<file path="src/qrv_pkg.sv">
// Package for the quaternion vector rotation pipeline.
// Holds the field widths, fixed-point constants and the payload structs.
// Used by every module under src; depends on nothing else.
`timescale 1ns / 1ps

package qrv_pkg;

  localparam int unsigned FIELD_W   = 16;
  // 16x16 partial products of q*(0,v).
  localparam int unsigned PROD1_W   = 2 * FIELD_W;
  // Sum of three 2^30-bounded products needs one extra bit.
  localparam int unsigned P_W       = PROD1_W + 1;
  // P x Q2.14 partial products of p*conj(q).
  localparam int unsigned PROD2_W   = P_W + FIELD_W;
  // Sum of four second-level products, with headroom.
  localparam int unsigned R_W       = PROD2_W + 2;
  localparam int unsigned FRAC_SHIFT = 28;

  localparam logic signed [R_W-1:0] ROUND_HALF = R_W'(1) <<< (FRAC_SHIFT - 1);
  localparam logic signed [R_W-1:0] SAT_MAX    = R_W'(32767);
  localparam logic signed [R_W-1:0] SAT_MIN    = -R_W'(32768);

  typedef struct packed {
    logic signed [FIELD_W-1:0] w;
    logic signed [FIELD_W-1:0] x;
    logic signed [FIELD_W-1:0] y;
    logic signed [FIELD_W-1:0] z;
  } quat_t;

  typedef struct packed {
    logic signed [FIELD_W-1:0] x;
    logic signed [FIELD_W-1:0] y;
    logic signed [FIELD_W-1:0] z;
  } vec_t;

  // Intermediate quaternion p = q*(0,v), fraction 14 bits.
  typedef struct packed {
    logic signed [P_W-1:0] w;
    logic signed [P_W-1:0] x;
    logic signed [P_W-1:0] y;
    logic signed [P_W-1:0] z;
  } pquat_t;

  // Vector part of r = p*conj(q), fraction 28 bits.
  typedef struct packed {
    logic signed [R_W-1:0] x;
    logic signed [R_W-1:0] y;
    logic signed [R_W-1:0] z;
  } rvec_t;

endpackage

</file>
<file path="src/qrv_round_sat.sv">
// Output stage: rounds each component half up, saturates to 16 bits and
// holds the result transaction until it is taken. Depends on qrv_pkg.
`timescale 1ns / 1ps

module qrv_round_sat (
  input  logic           clk,
  input  logic           rst_n,
  input  logic           up_valid,
  output logic           up_ready,
  input  qrv_pkg::rvec_t up_r,
  output logic           out_valid,
  input  logic           out_stall,
  output qrv_pkg::vec_t  out_rot,
  output logic           out_overflow
);
  import qrv_pkg::*;

  logic                    valid_r;
  logic                    en;
  vec_t                    rot_r;
  vec_t                    rot_nxt;
  logic                    ovf_r;
  logic                    ovf_nxt;
  logic signed [R_W-1:0]   comp [3];
  logic signed [R_W-1:0]   rnd [3];
  logic [2:0]              sat;
  logic signed [FIELD_W-1:0] res [3];

  assign en       = !valid_r || !out_stall;
  assign up_ready = en;

  always_comb begin
    comp[0] = up_r.x;
    comp[1] = up_r.y;
    comp[2] = up_r.z;
    for (int i = 0; i < 3; i++) begin
      // Arithmetic shift of the biased value is floor, so ties go up.
      rnd[i] = (comp[i] + ROUND_HALF) >>> FRAC_SHIFT;
      sat[i] = 1'b0;
      if (rnd[i] > SAT_MAX) begin
        res[i] = FIELD_W'(SAT_MAX);
        sat[i] = 1'b1;
      end else if (rnd[i] < SAT_MIN) begin
        res[i] = FIELD_W'(SAT_MIN);
        sat[i] = 1'b1;
      end else begin
        res[i] = rnd[i][FIELD_W-1:0];
      end
    end
    rot_nxt.x = res[0];
    rot_nxt.y = res[1];
    rot_nxt.z = res[2];
    ovf_nxt   = |sat;
  end

  always_ff @(posedge clk) begin
    if (!rst_n) begin
      valid_r <= 1'b0;
    end else if (en) begin
      valid_r <= up_valid;
    end
  end

  always_ff @(posedge clk) begin
    if (en && up_valid) begin
      rot_r <= rot_nxt;
      ovf_r <= ovf_nxt;
    end
  end

  assign out_valid    = valid_r;
  assign out_rot      = rot_r;
  assign out_overflow = ovf_r;

endmodule

</file>
<file path="config.mk">
export PLATFORM = sky130hd
export DESIGN_NAME = qrv_round_sat
export DESIGN_NICKNAME = d
export VERILOG_FILES = /design/src/qrv_pkg.sv /design/src/qrv_round_sat.sv
export SDC_FILE = /design/constraint.sdc
export NUM_CORES = 1
export LEC_CHECK = 0
export BUFFER_PORTS_ARGS = -buffer_cell sky130_fd_sc_hd__buf_2
export CAP_MARGIN = 10
export CORE_UTILIZATION = 35
export CTS_BUF_LIST = sky130_fd_sc_hd__clkbuf_4
export DETAILED_ROUTE_END_ITERATION = 10
export GPL_TIMING_DRIVEN = 0
export PLACE_DENSITY = 0.67
export SKIP_LAST_GASP = 1
export SLEW_MARGIN = 20
export SYNTH_ARGS = -nofsm -noshare
export SYNTH_HDL_FRONTEND = slang
export SYNTH_SLANG_ARGS = --single-unit
</file>
<file path="constraint.sdc">
create_clock -name clk -period 6 [get_ports clk]
set_input_delay 0.9 -clock clk [delete_from_list [all_inputs] [get_ports clk]]
set_output_delay 0.9 -clock clk [all_outputs]
set_load 0.03 [all_outputs]
</file>
==> metrics <==
Seq cells post-synth=50; vias in the first global route=2721; placed cell count=589; cell area after placement=0.00430 mm²; Post-Syn Area per Cell=10.4 µm²; RSZ-0062 raised after global routing=false; Core Util, Final=0.467; DR WL/cell=13.6 µm; RD Place Congestion=0.848; clk root buf=clkbuf_4; pre-CTS setup slack=2.70 ns; Post-Syn Nets=492; row cnt=35; status=finished, final reports clean; Rel. slew slack=0.652; Port-buffer cells=126; Initial Utilization=0.367; largest net degree at the start of global routing=18; gr usage total=0.156; fraction of registers with async set or reset after synthesis=0; Final Cell Area=0.00440 mm²; worst slew pin tran=0.514 ns; Power Total=0.854 mW; Setup-failing EPs final=0; worst hold path class=register to register; fmax=346 MHz; PostCTS Resize Cnt=0; YS warnings=0; final wirelength=8.12 mm; via density per instance=5.11; top cells by count, synth=edfxtp_1 (49), xor2_1 (30), o21ai_0 (25), nand2_1 (20), nand3_1 (20); TritonCTS buffer count=5; Clock Skew=0.00724 ns; fin crit period=2.89 ns; leakage power=1.64 nW; Hold WS=0.553 ns; data required time of the critical path=6.13 ns; clock buffer depth=2; DP HPWL=6.61 mm; die area=0.0103 mm²; critical path peak fanout=10; global-route wire length before repair=12.6 mm; Pre-antenna DRT Iters=4; Synth cell types=66; nature of the critical path endpoint=register; n_diodes=0; Setup WS post-layout=3.11 ns; max cap viols=0; Pwr per Cell Area=194 mW/mm²; clk sink count=50; post-CTS setup buffer count=0; gr ovfl total=0; CP startpoint kind=primary input; H-Tree Depth=2; Clk Latency, worst-skew pair=0.36 ns; Layout Cells excl Fill=597; Post-synth EDFFs=49; post-synth top area share=0.426; die height=101 µm; CTS tree=yes; initial antenna violation count=0; Post-CTS Hold Fix Bufs=0; Final Hold Vio Count=0; Synth Cell Area=0.00345 mm²; share of layout cells above drive strength 1=0.376; WP data arrival=3.02 ns; Die Width=101 µm; Core Area=0.00942 mm²; synth-to-layout area growth=27.5%; fill count=883; max-slew violations=0; initial detailed-routing violation count=99; Synth area leader=edfxtp_1; sequential share of the synthesized area=0.432; post-synthesis instance total=332; period utilization=0.482; NumNets Final=627; CP Class=primary input to register; Worst VDD drop=0.0946 mV; Residual DRC=0; Area contributors post-synth=edfxtp_1 (43%), xor2_1 (7.6%), xnor2_1 (4.6%); predominant post-synthesis flop cell=edfxtp_1; post-route ant nets=0; Setup TNS=0 ns; IO Pins=208; most common cell in the synthesized netlist=edfxtp_1; Reg clk slew, reported paths=0.15 ns; Vias=3051
[cell families (layout without fill, tap and decap cells)]
family | Yosys count | count (layout) | share of synthesized area
simple gates | 125 | 125 | 0.221
xor+xnor | 49 | 49 | 0.127
flops | 50 | 50 | 0.432
fa+ha+maj | 3 | 3 | 0.0109
compound gates | 82 | 82 | 0.162
buf+inv | 19 | 155 | 0.0330
mux | 4 | 4 | 0.0138
[registers in the layout (all words and copies together) (netlist names)]
register	cells
out_overflow	1
out_rot	48
out_valid	1
[critical path: stages]
cell and delay [ns]:
buf_2 0.09, ha_1 0.28, nand4_1 0.28, nor3_1 0.44, nand3b_1 0.13, mux2i_1 0.18
a21oi_1 0.10, o21ai_2 0.31, buf_6 0.21, o21ai_1 0.08
[path summary, 6_finish.rpt]
kind              startpoint  slack [ns]  cells past startpoint     endpoint
setup / recovery    up_r[78]        3.11                     10  out_rot[25]
hold / removal     out_valid        0.55                      2    out_valid
setup reg to reg   out_valid        4.50                      4  out_rot[37]
hold reg to reg    out_valid        0.55                      2    out_valid
[layout by cell type, fill, tap and decap left out, types with 3 or more instances in the layout]
| cell | synthesis | final |
|---|---|---|
| xnor2_1 | 18 | 18 |
| nand2_1 | 20 | 20 |
| a21oi_1 | 8 | 8 |
| buf_6 | 5 | 5 |
| o22ai_1 | 4 | 4 |
| nor2_1 | 15 | 15 |
| inv_1 | 10 | 10 |
| and3_1 | 6 | 6 |
| o21ai_0 | 25 | 25 |
| edfxtp_1 | 49 | 49 |
| ha_1 | 3 | 3 |
| o21ai_1 | 13 | 13 |
| and2_1 | 4 | 3 |
| nand4_1 | 13 | 13 |
| buf_2 | 1 | 127 |
| nand3_1 | 20 | 20 |
| and4_1 | 10 | 10 |
| nor3_1 | 5 | 5 |
| o21ai_2 | 8 | 8 |
| nand2b_1 | 5 | 5 |
| xor2_1 | 30 | 30 |
| clkbuf_4 | 0 | 5 |
[per-layer routing]
layer / up-vias / GRT usage / share of wire
met1: 1394 / 0.199 / 0.47
met3: 9 / 0.0428 / 0.069
met4: 0 / 0.0502 / 0.015
met5: - / 0 / 0
li1: 1544 / - / -
met2: 104 / 0.255 / 0.45
[power breakdown]
part	internal, mW	switching [mW]
clock network	0.129	0.110
registers	0.410	0.00506
logic	0.0716	0.128
[cell type report]
| type | instances | area [µm²] | area share |
|---|---|---|---|
| clock buffer | 5 | 37.5 | 0.00853 |
| timing repair buffer | 128 | 686 | 0.156 |
| clock inverter | 3 | 63.8 | 0.0145 |
| multi-input combinational | 263 | 1850 | 0.420 |
| buffer | 9 | 76.3 | 0.0173 |
| inverter | 10 | 37.5 | 0.00853 |
| sequential | 50 | 1490 | 0.339 |
| tap | 129 | 161 | 0.0367 |
No activity file was read; power rests on OpenSTA's default activity.
